<file path="src/hdl/byte_set_statistics_assert.svh">
// Assertion macros for the byte set statistics block.
`ifndef BYTE_SET_STATISTICS_ASSERT_SVH
`define BYTE_SET_STATISTICS_ASSERT_SVH

// Consequent must hold in the same cycle as the antecedent.
`define BSS_ASSERT_NOW(label, ante, cons, msg) \
  label: assert property (@(posedge clk) disable iff (rst) (ante) |-> (cons)) \
    else $error(msg);

// Consequent must hold in the cycle after the antecedent.
`define BSS_ASSERT_NEXT(label, ante, cons, msg) \
  label: assert property (@(posedge clk) disable iff (rst) (ante) |=> (cons)) \
    else $error(msg);

`endif

</file>
<file path="src/hdl/bss_pkg.sv">
// Types and constants shared by the byte set statistics modules.
package bss_pkg;

  localparam int SAMPLE_W = 8;
  localparam int MEAN_W   = 16;
  localparam int MED_W    = 9;
  localparam int ICNT_W   = 7;
  localparam int OUT_W    = 48;

  typedef enum logic [2:0] {
    ST_LOAD,
    ST_SRCH_INIT,
    ST_SCAN,
    ST_STEP,
    ST_DIV_INIT,
    ST_DIV,
    ST_RESULT
  } state_t;

  typedef struct packed {
    logic accept;
    logic srch_init;
    logic scan;
    logic step;
    logic div_start;
    logic div_step;
    logic capture;
  } cmd_t;

  typedef struct packed {
    logic pass_done;
    logic bit_zero;
    logic div_done;
    logic out_free;
  } status_t;

endpackage

</file>
<file path="src/hdl/byte_set_statistics.sv">
// Byte set statistics: top level, min/max/mean/median of a set of bytes.
//
// Input: one byte per beat on s_tdata[7:0], s_tlast marks the final byte.
// While loading, s_tready is high and one byte is taken each cycle. Bytes
// beyond MAX_COUNT are dropped and flag the result as overflowed.
// After the last beat s_tready drops. The median is found by an 8-pass
// bitwise search over the sample memory (one read port, each pass a full
// scan of the set), then a restoring divider forms the mean, one quotient
// bit per cycle. Loading runs at one byte per cycle; the next set is not
// taken until the last one's result has gone into the output register.
// Output: one beat per set on m_tdata, held in an output register. A stalled
// m_tready does not block loading of the next set; only a second finished
// result waits until the first is taken.
// Reset (rst, synchronous) empties the set and drops any pending result.
module byte_set_statistics
  import bss_pkg::*;
#(
  parameter int MAX_COUNT = 64
)
(
  input  logic             clk,
  input  logic             rst,
  input  logic             s_tvalid,
  output logic             s_tready,
  input  logic [7:0]       s_tdata,  // [7:0] sample
  input  logic             s_tlast,
  output logic             m_tvalid,
  input  logic             m_tready,
  output logic [OUT_W-1:0] m_tdata,  // minimum, maximum, mean_q8, median_halves, item_count
  output logic             m_tuser   // overflow
);

  localparam logic [ICNT_W-1:0] FULL_COUNT = ICNT_W'(MAX_COUNT);

  cmd_t                cmd;
  status_t             status;
  logic [SAMPLE_W-1:0] out_min, out_max;
  logic [MEAN_W-1:0]   out_mean;
  logic [MED_W-1:0]    out_median;
  logic [ICNT_W-1:0]   out_count;
  logic                out_ovf;
  logic                last_beat;

  bss_ctrl u_ctrl (
    .clk      (clk),
    .rst      (rst),
    .s_tvalid (s_tvalid),
    .s_tlast  (s_tlast),
    .s_tready (s_tready),
    .status   (status),
    .cmd      (cmd)
  );

  bss_datapath #(
    .MAX_COUNT (MAX_COUNT)
  ) u_datapath (
    .clk        (clk),
    .rst        (rst),
    .cmd        (cmd),
    .status     (status),
    .sample     (s_tdata),
    .m_tready   (m_tready),
    .out_valid  (m_tvalid),
    .out_min    (out_min),
    .out_max    (out_max),
    .out_mean   (out_mean),
    .out_median (out_median),
    .out_count  (out_count),
    .out_ovf    (out_ovf)
  );

  assign m_tdata   = {out_count, out_median, out_mean, out_max, out_min};
  assign m_tuser   = out_ovf;
  assign last_beat = s_tvalid && s_tready && s_tlast;

`include "byte_set_statistics_assert.svh"

  `BSS_ASSERT_NEXT(a_last_stalls_input, last_beat, !s_tready, "input taken after last beat")
  `BSS_ASSERT_NOW(a_capture_free, cmd.capture, status.out_free, "result overwrote a pending beat")
  `BSS_ASSERT_NOW(a_min_le_max, m_tvalid, out_min <= out_max, "minimum above maximum")
  `BSS_ASSERT_NOW(a_ovf_full, m_tvalid && m_tuser, out_count == FULL_COUNT, "ovf on short set")

endmodule

</file>
<file path="src/hdl/bss_ctrl.sv">
// Sequencer for loading, median search, mean division and result hand-off.
module bss_ctrl
  import bss_pkg::*;
(
  input  logic    clk,
  input  logic    rst,
  input  logic    s_tvalid,
  input  logic    s_tlast,
  output logic    s_tready,
  input  status_t status,
  output cmd_t    cmd
);

  state_t state, state_next;

  always_ff @(posedge clk) begin
    if (rst) begin
      state <= ST_LOAD;
    end else begin
      state <= state_next;
    end
  end

  always_comb begin
    state_next = state;
    cmd        = '0;
    s_tready   = 1'b0;
    unique case (state)
      ST_LOAD: begin
        s_tready   = 1'b1;
        cmd.accept = s_tvalid;
        if (s_tvalid && s_tlast) begin
          state_next = ST_SRCH_INIT;
        end
      end
      ST_SRCH_INIT: begin
        cmd.srch_init = 1'b1;
        state_next    = ST_SCAN;
      end
      ST_SCAN: begin
        cmd.scan = 1'b1;
        if (status.pass_done) begin
          state_next = ST_STEP;
        end
      end
      ST_STEP: begin
        cmd.step = 1'b1;
        if (status.bit_zero) begin
          state_next = ST_DIV_INIT;
        end else begin
          state_next = ST_SCAN;
        end
      end
      ST_DIV_INIT: begin
        cmd.div_start = 1'b1;
        state_next    = ST_DIV;
      end
      ST_DIV: begin
        cmd.div_step = 1'b1;
        if (status.div_done) begin
          state_next = ST_RESULT;
        end
      end
      ST_RESULT: begin
        // hold here until the output register can take the beat
        if (status.out_free) begin
          cmd.capture = 1'b1;
          state_next  = ST_LOAD;
        end
      end
      default: begin
        state_next = ST_LOAD;
      end
    endcase
  end

endmodule

</file>
<file path="src/hdl/bss_datapath.sv">
// Sample store, running stats, bitwise median search, mean divider, output register.
module bss_datapath
  import bss_pkg::*;
#(
  parameter int MAX_COUNT = 64
)
(
  input  logic                clk,
  input  logic                rst,
  input  cmd_t                cmd,
  output status_t             status,
  input  logic [SAMPLE_W-1:0] sample,
  input  logic                m_tready,
  output logic                out_valid,
  output logic [SAMPLE_W-1:0] out_min,
  output logic [SAMPLE_W-1:0] out_max,
  output logic [MEAN_W-1:0]   out_mean,
  output logic [MED_W-1:0]    out_median,
  output logic [ICNT_W-1:0]   out_count,
  output logic                out_ovf
);

  localparam int CW  = $clog2(MAX_COUNT + 1);
  localparam int AW  = $clog2(MAX_COUNT);
  localparam int SW  = SAMPLE_W + CW;
  localparam int DW  = SW + 8;
  localparam int DCW = $clog2(DW + 1);
  localparam logic [CW-1:0]  FULL   = CW'(MAX_COUNT);
  localparam logic [DCW-1:0] DSTEPS = DCW'(DW);

  logic [SAMPLE_W-1:0] mem [MAX_COUNT];
  logic [SAMPLE_W-1:0] rd_data;
  logic [AW-1:0]       rd_addr;

  logic [CW-1:0]       count;
  logic [SW-1:0]       running_sum;
  logic [SAMPLE_W-1:0] running_min;
  logic [SAMPLE_W-1:0] running_max;
  logic                dropped;

  // median search: two order statistics found bit by bit in one shared scan
  logic [CW-1:0]       idx;
  logic                rd_vld;
  logic [2:0]          bitpos;
  logic [SAMPLE_W-1:0] p_lo, p_hi;
  logic [CW-1:0]       cnt_lo, cnt_hi;
  logic [CW-1:0]       k_lo, k_hi;
  logic [SAMPLE_W-1:0] mask, set_bit, t_lo, t_hi;

  // restoring divider for sum*256/count
  logic [DW-1:0]       dvd;
  logic [CW-1:0]       rem;
  logic [DCW-1:0]      div_cnt;
  logic [CW:0]         rem_sh, diff;

  logic                full;

  assign full    = (count == FULL);
  assign rd_addr = idx[AW-1:0];
  assign k_hi    = count >> 1;
  assign k_lo    = count[0] ? k_hi : k_hi - CW'(1);
  assign mask    = 8'h7f >> (3'd7 - bitpos);
  assign set_bit = 8'h01 << bitpos;
  assign t_lo    = p_lo | mask;
  assign t_hi    = p_hi | mask;
  assign rem_sh  = {rem, dvd[DW-1]};
  assign diff    = rem_sh - {1'b0, count};

  always_ff @(posedge clk) begin
    if (cmd.accept && !full) begin
      mem[count[AW-1:0]] <= sample;
    end
    rd_data <= mem[rd_addr];
  end

  // running statistics of the current set
  always_ff @(posedge clk) begin
    if (rst || cmd.capture) begin
      count       <= '0;
      running_sum <= '0;
      running_min <= '0;
      running_max <= '0;
      dropped     <= 1'b0;
    end else if (cmd.accept) begin
      if (full) begin
        dropped <= 1'b1;
      end else begin
        count       <= count + CW'(1);
        running_sum <= running_sum + SW'(sample);
        if (count == '0) begin
          running_min <= sample;
          running_max <= sample;
        end else begin
          if (sample < running_min) running_min <= sample;
          if (sample > running_max) running_max <= sample;
        end
      end
    end
  end

  always_ff @(posedge clk) begin
    if (rst) begin
      idx    <= '0;
      rd_vld <= 1'b0;
      bitpos <= 3'd7;
      cnt_lo <= '0;
      cnt_hi <= '0;
    end else if (cmd.srch_init) begin
      idx    <= '0;
      rd_vld <= 1'b0;
      bitpos <= 3'd7;
      cnt_lo <= '0;
      cnt_hi <= '0;
      p_lo   <= '0;
      p_hi   <= '0;
    end else if (cmd.scan) begin
      if (idx < count) begin
        idx    <= idx + CW'(1);
        rd_vld <= 1'b1;
      end else begin
        rd_vld <= 1'b0;
      end
      if (rd_vld) begin
        if (rd_data <= t_lo) cnt_lo <= cnt_lo + CW'(1);
        if (rd_data <= t_hi) cnt_hi <= cnt_hi + CW'(1);
      end
    end else if (cmd.step) begin
      // answer lies above the trial value when too few samples are at or below it
      if (!(cnt_lo > k_lo)) p_lo <= p_lo | set_bit;
      if (!(cnt_hi > k_hi)) p_hi <= p_hi | set_bit;
      bitpos <= bitpos - 3'd1;
      idx    <= '0;
      rd_vld <= 1'b0;
      cnt_lo <= '0;
      cnt_hi <= '0;
    end
  end

  always_ff @(posedge clk) begin
    if (rst) begin
      div_cnt <= '0;
    end else if (cmd.div_start) begin
      div_cnt <= DSTEPS;
      dvd     <= {running_sum, 8'h00};
      rem     <= '0;
    end else if (cmd.div_step && div_cnt != '0) begin
      div_cnt <= div_cnt - DCW'(1);
      if (!diff[CW]) begin
        rem <= diff[CW-1:0];
        dvd <= {dvd[DW-2:0], 1'b1};
      end else begin
        rem <= rem_sh[CW-1:0];
        dvd <= {dvd[DW-2:0], 1'b0};
      end
    end
  end

  // output register: the next set loads while a result waits here
  always_ff @(posedge clk) begin
    if (rst) begin
      out_valid <= 1'b0;
    end else if (cmd.capture) begin
      out_valid <= 1'b1;
    end else if (m_tready) begin
      out_valid <= 1'b0;
    end
  end

  always_ff @(posedge clk) begin
    if (cmd.capture) begin
      out_min    <= running_min;
      out_max    <= running_max;
      out_mean   <= dvd[MEAN_W-1:0];
      out_median <= {1'b0, p_lo} + {1'b0, p_hi};
      out_count  <= ICNT_W'(count);
      out_ovf    <= dropped;
    end
  end

  assign status.pass_done = (idx == count) && !rd_vld;
  assign status.bit_zero  = (bitpos == 3'd0);
  assign status.div_done  = (div_cnt == '0);
  assign status.out_free  = !out_valid || m_tready;

endmodule
</file>
<file path="config.mk">
export PLATFORM = sky130hd
export DESIGN_NAME = byte_set_statistics
export DESIGN_NICKNAME = d
export VERILOG_FILES = /design/src/hdl/bss_pkg.sv /design/src/hdl/byte_set_statistics.sv /design/src/hdl/bss_ctrl.sv /design/src/hdl/bss_datapath.sv
export VERILOG_INCLUDE_DIRS = /design/src /design/src/hdl
export SDC_FILE = /design/constraint.sdc
export NUM_CORES = 1
export LEC_CHECK = 0
export BUFFER_PORTS_ARGS = -buffer_cell sky130_fd_sc_hd__buf_2
export CAP_MARGIN = 20
export CORE_MARGIN = 5
export CORE_UTILIZATION = 45
export DETAILED_ROUTE_END_ITERATION = 10
export PLACE_DENSITY_LB_ADDON = 0.05
export SLEW_MARGIN = 15
export SYNTH_ARGS = -nofsm -noshare
export SYNTH_HDL_FRONTEND = slang
export SYNTH_SLANG_ARGS = --single-unit
</file>
<file path="constraint.sdc">
create_clock -name clk -period 5.6 [get_ports clk]
set_clock_uncertainty 0.15 [all_clocks]
set_input_delay 0.28 -clock clk [delete_from_list [all_inputs] [get_ports clk]]
set_output_delay 0.28 -clock clk [all_outputs]
set_load 0.01 [all_outputs]
</file>
==> key figures, run 1 <==
Route
  – DR iter-0 viols: 1271
  – First drt pass iteration count: 5
  – Overall routed net length: 72500 um
  – # DRC: 0
  – Routed Antenna Nets: 0
  – Vias/cell: 5.67
  – Wirelength per Cell: 25.4 um
  – Vias: 16192

GRT
  – Vias in the first global route: 16358
  – Total Routing Usage GR: 20.6%
  – Grt ovf: 0
  – GR peak layer: met2
  – M3 GR Usage: 4.21%
  – Initial antenna violation count: 2
  – M2 GR Usage: 33.4%
  – Met1 Resource Use GR: 29.1%
  – Pin count of the biggest net entering global routing: 69
  – First-pass GRT wire length: 108000 um

Finish
  – Design Area, Final: 33000 um2
  – Seq. cell area: 19900 um2
  – Nets: 2049
  – Share of cells above drive strength 1: 18.0%
  – Synth-to-Final Area Change: 13.3%
  – Number of fill cells: 5336
  – Area of the multi-input gates: 8700 um2

Synth
  – Synth Area in Compound Gates: 5.25%
  – Register area share after synthesis: 68.2%
  – Multiplexer area fraction after synthesis: 11.6%
  – Top cell type's share of synthesized area: 62.6%
  – Simple-Gate Fraction of Synth Area: 7.62%
  – EDFF count, synth: 607
  – Yosys cell types: 67
  – Yosys top cell by area: edfxtp_1
  – Syn_area_per_cell: 15.8 um2
  – XOR/XNOR Fraction of Synth Area: 1.14%
  – Post-Synth Adder-Cell Area: 4.16%
  – Largest family of logic cells by synthesized area: multiplexers
  – Syn Inst Count: 1842
  – Area contributors post-synth: edfxtp_1, mux4_2, dfxtp_1
  – Synth Flop Type: edfxtp_1
  – Post-synthesis async set-or-reset flop share: 0%
  – Syn nets: 1950
  – Synth warn: 0
  – Post-synthesis cell area: 29100 um2
  – #FFs+latches synth: 688

Run status
  – Outcome: finished, final reports clean

Floorplanning
  – Area of the core: 64200 um2
  – Die Span Y: 264 um
  – Die area: 69800 um2
  – Chip Width: 264 um
  – Initial Util: 45.3%
  – Core Rows: 93
  – I/O Pins: 64

Critical path
  – FF-to-FF path depth: 8
  – Stages on worst setup path: 8
  – Crit Path Category: flop to flop
  – Crit path launch type: flop
  – CP Max Fanout: 11
  – Critical Path AT: 4.06 ns
  – CP top delay family: simple AND/OR/NAND/NOR gates
  – Slowest stage delay, CP: 0.76 ns
  – CP required: 5.69 ns
  – Highest-delay cell along the critical path: nor2_1
  – Most frequent CP cell: nor2_1
  – CP bufs+invs: 1
  – Worst Setup End Kind: flop
  – Critical-path cell list: inv_1 -> ha_1 -> nor2b_1 -> and3_1 -> or2_1 -> nor2_1 -> nand2_1 -> nor2_1

Power
  – Sequential Power Share: 51.0%
  – P_sw: 2.38 mW
  – Sw Ratio: 21.4%
  – Leakage: 10.9 nW
  – Max rail drop VDD: 272 uV
  – Pwr Total: 11.1 mW
  – Clock power share: 44.5%
  – Internal Power: 8.74 mW
  – Pwr Density: 337 nW/um2
  – Combinational power share: 4.5%

Clock tree
  – Clock Path Buffers: 3
  – Worst-path clk slew: 0.06 ns
  – CTS Sinks: 688
  – Clock Latency Late Sink: 0.63 ns
  – CTS tree: done
  – H-tree level count: 3
  – CTS Buf Count: 75
  – Clock root cell: clkbuf_16
  – Resized Gates After CTS: 0

Placed design
  – PortBufs: 63
  – Placed cell areas: 30400 um2
  – HPWL Detailed: 46600 um
  – Routability Congestion: 0.798
  – Setup WS pre-CTS: 1.60 ns

Worst hold path
  – Hold depth: 3
  – HP Class: input port to flop

STA
  – Post-layout minimum cycle time: 3.98 ns
  – Setup tns final: 0 ns
  – Fin crit share: 71.0%
  – Fmax: 252 MHz
  – Final worst slack: 1.62 ns
  – Final setup vio count: 0
  – Fin. Hold Viols: 0
  – RSZ-0062 raised after global routing: no
  – Hold_ws: 0.0555 ns
  – Slew @ Worst Pin: 1.08 ns
  – Max Transition Viols Final: 0
  – Max-slew headroom: 27.9%

Flow run
  – Max cap viols: 0
-- worst paths after layout --
| check | from | endpoint | slack [ns] |
|---|---|---|---|
| worst max-delay path | u_datapath.count[0] | u_datapath.mem[48][3] | 1.62 |
| worst max register to register | u_datapath.count[0] | u_datapath.mem[48][3] | 1.62 |
| worst min-delay path | s_tdata[1] | u_datapath.running_min[1] | 0.06 |
| worst min register to register | u_datapath.dropped | u_datapath.out_ovf | 0.28 |
-- power groups by stage --
stage / logic [mW] / registers (mW) / clock network [mW]
3_3_place_gp: 0.497 / 5.78 / 0
6_report: 0.499 / 5.67 / 4.95
2_1_floorplan: 0.302 / 5.76 / 0
5_1_grt: 0.558 / 5.67 / 5.27
4_1_cts: 0.510 / 5.67 / 5.07
3_5_place_dp: 0.504 / 5.78 / 0
-- cells in the mapped netlist, types with 11 or more instances --
library cell,count
mux4_2,122
a22oi_1,11
ha_1,92
edfxtp_1,607
xnor2_1,30
a211oi_1,14
a21o_1,14
nor3_1,31
nand4_1,11
o21ai_0,45
a21oi_1,66
nand3_1,42
mux2i_1,52
nand2_1,132
nand2b_1,12
buf_2,32
nor2_1,160
dfxtp_1,81
inv_1,52
and3_1,12
nor2b_1,33
clkbuf_1,27
-- metal layers --
layer	vias to the layer above	part of all wire [%]
met5	-	0
met4	0	1.9
met3	79	5.8
met2	450	48
met1	8312	44
li1	7351	-
-- registers in the layout (all words and copies together) (netlist names), 8 cells and up --
name / cells
u_datapath.mem: 512
u_datapath.out_median: 9
u_datapath.out_max: 8
u_datapath.rd_data: 8
u_datapath.running_sum: 15
u_datapath.dvd: 23
u_datapath.running_max: 8
u_datapath.running_min: 8
u_datapath.p_hi: 8
u_datapath.out_min: 8
u_datapath.out_mean: 16
u_datapath.p_lo: 8
-- repair_timing --
action | in CTS | in global routing
buffers inserted | 0 | 0
hold endpoints to repair | 53 | 0
hold buffers | 9 | 0
-- tightest hold or removal path, stage by stage --
cell     delay [ns]
buf_2          0.29
nand2_1        0.13
mux2i_1        0.07
-- cell usage in the layout, fill, tap and decap left out, types with 14 or more instances in the layout --
cell type,netlist,layout
nor2b_1,33,32
mux4_2,122,122
a211oi_1,14,14
clkinv_2,0,17
clkinv_1,1,17
edfxtp_1,607,607
inv_1,52,52
dfxtp_1,81,77
a21oi_1,66,65
o21ai_0,45,45
buf_2,32,62
buf_4,7,25
nand2_1,132,132
nor3_1,31,31
mux2i_1,52,52
nor2_1,160,158
ha_1,92,92
clkbuf_16,0,78
nand3_1,42,42
xnor2_1,30,30
a21o_1,14,14
-- metrics by stage --
stage | cells | utilization [%]
after floorplan | 1842 | -
after CTS | 2856 | 51.3
final | 2857 | 51.3
after global placement | 2709 | 47.3
after detailed placement | 2710 | 47.3
after global routing | 2856 | 51.3
-- final cells by class --
cell class              instances  area share (%)
well taps                     855            3.25
clock inverters                46            1.37
repair buffers                100            2.01
flip-flops and latches        688            60.3
diodes                          1         0.00759
clock buffers                  91            6.13
inverters                      53           0.604
multi-input cells            1023            26.4
-- cell families (layout without fill, tap and decap cells) --
logic type	Yosys count	count (layout)
and+or+nand+nor	479	479
muxes	184	184
adders and majority gates	95	95
xor gates and xnor gates	38	38
DFF	688	688
other	0	1
AOI/OAI and AO/OA	227	227
buffers and inverters	131	290
No activity file was read; power rests on OpenSTA's default activity.
==> inputs of run 2 (changes only) <==
clock period = 4 ns   (was 5.6 ns; I/O delays follow)
==> run 2 against run 1 <==
Compared with the run above: first-iteration DRC count is 0.79% higher; wire length is 0.11% lower; clock power is 48% higher; core utilization is 1.4 points higher; non-clock buffer count is 94 higher; via count is 2.0% higher; cell area is 2.7% higher; hold slack better by 0.22 ns.
==> key figures, run 2 (same netlist as run 1, synthesis figures left out) <==
Floorplanning
  – Area of the core: 64200 um2 (unchanged)
  – Die Span Y: 264 um (unchanged)
  – Initial Util: 45.3% (unchanged)
  – Die area: 69800 um2 (unchanged)
  – Chip Width: 264 um (unchanged)
  – Core Rows: 93 (unchanged)
  – I/O Pins: 64 (unchanged)

Clock tree
  – Setup Fix Bufs, Post-CTS: 0 (unchanged)
  – Clock Latency Late Sink: 0.62 ns (about the same)
  – CTS Sinks: 688 (unchanged)
  – CTS Buf Count: 76 (+1.3%)
  – Clock Path Buffers: 3 (unchanged)
  – H-tree level count: 3 (unchanged)
  – Resized Gates After CTS: 0 (unchanged)
  – Worst-path clk slew: 0.06 ns (about the same)
  – Post-CTS Hold Buffers: 13 (+4)
  – Clock root cell: clkbuf_16
  – CTS tree: done

Placed design
  – HPWL Detailed: 46900 um (+0.67%)
  – PortBufs: 63 (unchanged)
  – Routability Congestion: 0.794 (-0.48%)

Finish
  – Number of fill cells: 5329 (-0.13%)
  – Largest register FFs: 512 (unchanged)
  – Most frequent cells in the layout: edfxtp_1, nor2_1, nand2_1
  – Diodes inserted: 0 (-1)
  – Most common cell after layout, fill and taps aside: edfxtp_1
  – Nets: 2144 (+4.6%)
  – Share of cells above drive strength 1: 21.6% (+3.6 points)
  – Synth-to-Final Area Change: 16.3%

Route
  – # DRC: 0 (unchanged)
  – First drt pass iteration count: 5 (unchanged)
  – Routed Antenna Nets: 0 (unchanged)
  – Wirelength per Cell: 24.5 um (-3.3%)
  – Overall routed net length: 72400 um (-0.11%)
  – Vias: 16517 (+2.0%)
  – DR iter-0 viols: 1281 (+0.79%)
  – Vias/cell: 5.60 (-1.3%)

GRT
  – M3 GR Usage: 3.62% (-0.59 points)
  – Initial antenna violation count: 0 (-2)
  – Pin count of the biggest net entering global routing: 69 (unchanged)
  – Total Routing Usage GR: 20.6% (about the same)
  – Met1 Resource Use GR: 29.5% (+0.41 points)
  – GR peak layer: met2
  – First-pass GRT wire length: 109000 um (+1.2%)
  – Grt ovf: 0 (unchanged)
  – M2 GR Usage: 33.3% (about the same)
  – Vias in the first global route: 16922 (+3.4%)

STA
  – Fmax: 304 MHz (+21%)
  – Fin crit share: 82.2% (+11 points)
  – Setup tns final: 0 ns (unchanged)
  – Post-layout minimum cycle time: 3.29 ns (-0.686 ns)
  – Slew @ Worst Pin: 1.12 ns (+0.0448 ns)
  – Fin. Hold Viols: 0 (unchanged)
  – RSZ-0062 raised after global routing: no
  – Hold_ws: 0.276 ns (+0.221 ns)
  – Max-slew headroom: 23.2% (-4.7 points)
  – Max Transition Viols Final: 0 (unchanged)
  – Final setup vio count: 0 (unchanged)

Critical path
  – Worst Setup SP: u_datapath.bitpos[1]
  – Register-to-register setup slack: 0.71 ns (-0.91 ns)
  – R2r startpoint: u_datapath.bitpos[1]
  – Slowest stage delay, CP: 0.67 ns (-0.09 ns)
  – Critical Path AT: 3.64 ns (-0.42 ns)
  – CP required: 4.35 ns (-1.34 ns)
  – Crit path launch type: flop
  – Critical-path cell list: inv_1 -> ha_1 -> inv_1 -> ha_1 -> nor2_1 -> ha_1 -> nand3_1 -> nor3_1 -> nor3_1 -> nor3_1 -> o21ai_0 -> a31o_2
  – Crit Path Category: flop to flop
  – CP Max Fanout: 8 (-3)
  – Highest-delay cell along the critical path: nor3_1
  – Worst Setup End Kind: flop

Worst hold path
  – HP Class: input port to flop
  – Min-Delay Startpoint: s_tvalid

Power
  – Leakage: 11.5 nW (+5.1%)
  – P_sw: 3.36 mW (+41%)
  – Clock power share: 45.9% (+1.4 points)
  – Pwr Density: 472 nW/um2 (+40%)
  – Combinational power share: 4.4% (about the same)
  – Max rail drop VDD: 279 uV (+2.9%)
  – Internal Power: 12.6 mW (+44%)
  – Sw Ratio: 21.0% (-0.39 points)
  – Sequential Power Share: 49.7% (-1.3 points)

Run status
  – Outcome: finished, final reports clean

Flow run
  – Max cap viols: 0 (unchanged)
[run 2: cell count changes in the layout (fill, tap and decap cells not counted), moves of 3 or more]
cell,delta
bufinv_16,+5
clkinvlp_4,+3
dlygate4sd3_1,+4
buf_4,+88
clkinv_2,-6
[run 2: area by class of cell]
type / count / area (um2) / share of cell area, %
flip-flops and latches: 688 / 19900 / 58.7
multi-input cells: 1023 / 8690 / 25.7
clock buffers: 93 / 2050 / 6.05
repair buffers: 194 / 1390 / 4.09
well taps: 855 / 1070 / 3.16
clock inverters: 46 / 593 / 1.75
inverters: 53 / 199 / 0.588
[run 2: worst paths after layout]
kind         depth (start not counted)                     to
max                                 12   u_datapath.cnt_hi[2]
min                                  4     u_datapath.dropped
max reg2reg                         12   u_datapath.cnt_hi[2]
min reg2reg                          0  u_datapath.out_max[6]
[run 2: metrics by stage]
stage	utilization, %	area [um2]	power (mW)	cells	setup WS, ns
floorplan	-	29100	8.48	1842	0.743
global route	52.7	33900	16.5	2952	0.450
global placement	48.4	31100	8.78	2799	0.824
detailed placement	48.4	31100	8.79	2800	0.699
CTS	52.7	33900	16.2	2952	0.689
finish	52.7	33900	16.0	2952	0.710
[run 2: power by group through the flow]
stage          combinational [mW]  clock (mW)  sequential [mW]
3_3_place_gp                0.693           0             8.09
3_5_place_dp                0.706           0             8.09
5_1_grt                     0.791        7.81             7.94
2_1_floorplan               0.423           0             8.06
4_1_cts                     0.718        7.52             7.94
6_report                    0.707        7.34             7.94
[run 2: worst max-delay path, delay by kind of cell (launching register included)]
kind                       cells  cell delay (ns)
adders and majority gates      3             0.66
buffers and inverters          2             0.20
AOI/OAI and AO/OA              2             0.48
and+or+nand+nor                5             1.27
DFF                            1             0.43
[run 2: layer usage]
| layer | part of all wire [%] | vias to the layer above |
|---|---|---|
| met3 | 5.0 | 102 |
| met4 | 2.1 | 0 |
| met5 | 0 | - |
| met2 | 48 | 397 |
| met1 | 45 | 8470 |
| li1 | - | 7548 |
==> inputs of run 3 (changes only) <==
clock period = 3.2 ns   (was 4 ns; I/O delays follow)
==> run 3 against run 2 <==
Compared with the run above: register-to-register slack got worse by 0.53 ns; first-iteration DRC count decreased by 7.4%; via count decreased by 0.15%; clock power increased by 27%; sequential share of layout area decreased by 0.52 points; wire length decreased by 1.5%; die area unchanged; hold slack got worse by 0.14 ns; global-route usage decreased by 0.44 points; sequential power increased by 25%; setup slack got worse by 0.53 ns.
==> key figures, run 3 (same netlist as run 1, synthesis figures left out) <==
Placed design
  – HPWL Detailed: 46600 um (-0.48%)
  – Routability Congestion: 0.775 (-2.5%)
  – PortBufs: 63 (unchanged)
  – Placed cell areas: 31300 um2 (+0.85%)

Critical path
  – Worst Setup SP: u_datapath.count[0]
  – CP required: 3.37 ns (-0.98 ns)
  – FF-to-FF path depth: 9 (-3)
  – Worst Setup End Kind: flop
  – Crit path capture: u_datapath.mem[12][7]
  – Crit Path Category: flop to flop
  – Highest-delay cell along the critical path: nor2_1
  – R2r startpoint: u_datapath.count[0]
  – Critical-path cell list: inv_1 -> ha_1 -> nor2b_1 -> and3_1 -> or2_1 -> nor2_2 -> nand2_1 -> nor2_1 -> buf_4
  – CP Max Fanout: 5 (-3)
  – Reg-to-Reg End: u_datapath.mem[12][7]
  – Crit path launch type: flop
  – Critical Path AT: 3.19 ns (-0.45 ns)
  – Slowest stage delay, CP: 0.39 ns (-0.28 ns)
  – Register-to-register setup slack: 0.18 ns (-0.53 ns)

STA
  – Max Transition Viols Final: 0 (unchanged)
  – RSZ-0062 raised after global routing: no
  – Slew @ Worst Pin: 0.840 ns (-0.283 ns)
  – Final setup vio count: 0 (unchanged)
  – Fin crit share: 94.4% (+12 points)
  – Hold_ws: 0.138 ns (-0.138 ns)
  – Fmax: 331 MHz (+8.9%)
  – Post-layout minimum cycle time: 3.02 ns (-0.270 ns)
  – Max-slew headroom: 44.0% (+21 points)
  – Fin. Hold Viols: 0 (unchanged)

GRT
  – Grt ovf: 0 (unchanged)
  – Pin count of the biggest net entering global routing: 67 (-2.9%)
  – Total Routing Usage GR: 20.2% (-0.44 points)
  – Vias in the first global route: 16904 (-0.11%)
  – First-pass GRT wire length: 107000 um (-2.3%)
  – Initial antenna violation count: 3 (+3)

Finish
  – Most common cell after layout, fill and taps aside: edfxtp_1
  – Largest register FFs: 512 (unchanged)
  – Number of fill cells: 5269 (-1.1%)
  – Nets: 2173 (+1.4%)
  – Design Area, Final: 34200 um2 (+0.90%)
  – Share of cells above drive strength 1: 23.0% (+1.4 points)
  – Synth-to-Final Area Change: 17.4%
  – Diodes inserted: 0 (unchanged)
  – Most frequent cells in the layout: edfxtp_1, nor2_1, buf_4

Clock tree
  – CTS Sinks: 688 (unchanged)
  – H-tree level count: 3 (unchanged)
  – Clock Path Buffers: 3 (unchanged)
  – Clock Latency Late Sink: 0.62 ns (about the same)
  – Setup Fix Bufs, Post-CTS: 0 (unchanged)
  – CTS Buf Count: 77 (+1.3%)
  – Worst-path clk slew: 0.06 ns (about the same)
  – CTS tree: done
  – Clock root cell: clkbuf_16

Worst hold path
  – HP Class: input port to flop

Floorplanning
  – Die Span Y: 264 um (unchanged)
  – Chip Width: 264 um (unchanged)
  – I/O Pins: 64 (unchanged)
  – Area of the core: 64200 um2 (unchanged)
  – Core Rows: 93 (unchanged)
  – Initial Util: 45.3% (unchanged)
  – Die area: 69800 um2 (unchanged)

Route
  – Overall routed net length: 71300 um (-1.5%)
  – Routed Antenna Nets: 0 (unchanged)
  – Wirelength per Cell: 23.9 um (-2.6%)
  – First drt pass iteration count: 6 (+1)
  – DR iter-0 viols: 1186 (-7.4%)
  – Vias/cell: 5.53 (-1.2%)
  – # DRC: 0 (unchanged)
  – Vias: 16493 (-0.15%)

Run status
  – Outcome: finished, final reports clean

Power
  – Leakage: 11.7 nW (+1.5%)
  – Max rail drop VDD: 507 uV (+81%)
  – Pwr Density: 589 nW/um2 (+25%)

Flow run
  – Max cap viols: 0 (unchanged)
run 3: where the power goes:
part	internal (mW)	total, mW	switching [mW]
clock network	5.72	9.29	3.57
logic	0.322	0.928	0.606
registers	9.84	9.90	0.0595
run 3: worst min path at each step:
stage | from | endpoint | slack [ns] | cells past startpoint
2_1_floorplan | s_tdata[0] | u_datapath.mem[0][0] | 0.11 | 0
3_3_place_gp | u_datapath.running_max[4] | u_datapath.out_max[4] | 0.27 | 0
3_5_place_dp | u_datapath.running_max[4] | u_datapath.out_max[4] | 0.27 | 0
4_1_cts | s_tdata[4] | u_datapath.running_sum[4] | 0.08 | 5
5_1_grt | s_tdata[4] | u_datapath.running_sum[4] | 0.15 | 5
6_report | s_tdata[4] | u_datapath.running_sum[4] | 0.14 | 5
run 3: metrics by stage:
| stage | instances | util, % | total power [mW] | setup WS [ns] | TNS, ns |
|---|---|---|---|---|---|
| after global placement | 2828 | 48.8 | 11.0 | -0.142 | -3.11 |
| after CTS | 2985 | 53.2 | 20.3 | 0.0841 | 0 |
| final | 2985 | 53.2 | 20.1 | 0.180 | 0 |
| after detailed placement | 2829 | 48.8 | 11.0 | -0.206 | -3.21 |
| after floorplan | 1842 | - | 10.6 | 0.205 | 0 |
| after global routing | 2985 | 53.2 | 20.8 | 0.0334 | 0 |
run 3: what timing repair did:
item | in CTS | in global routing
endpoints found under the setup margin | 51 | 12
hold buffers | 12 | 0
endpoints found under the hold margin | 52 | 0
gates resized for setup | 3 | 2
pin swaps | 0 | 0
run 3: final cells by class:
cell class	count	area [um2]	share of cell area (%)
Multi-Input combinational cell	1023	8710	25.5
Inverter	53	199	0.582
Clock buffer	105	2160	6.32
Sequential cell	688	19900	58.1
Tap cell	855	1070	3.13
Clock inverter	39	522	1.53
Timing Repair Buffer	222	1630	4.78
run 3: layer usage:
layer,part of all wire [%],global-route usage (%),wire length (um)
met2,47,32.6,33800
met4,2.7,5.89,1930
met5,0,0,0
met1,45,28.8,32400
met3,4.4,2.93,3160
run 3: worst max-delay path: cells and delay by family, from the launching register on:
| kind | cells | cell delay (ns) |
|---|---|---|
| buffers and inverters | 2 | 0.30 |
| AND/OR/NAND/NOR | 6 | 1.77 |
| adder cells (fa/ha/maj) | 1 | 0.19 |
| flip-flops | 1 | 0.33 |
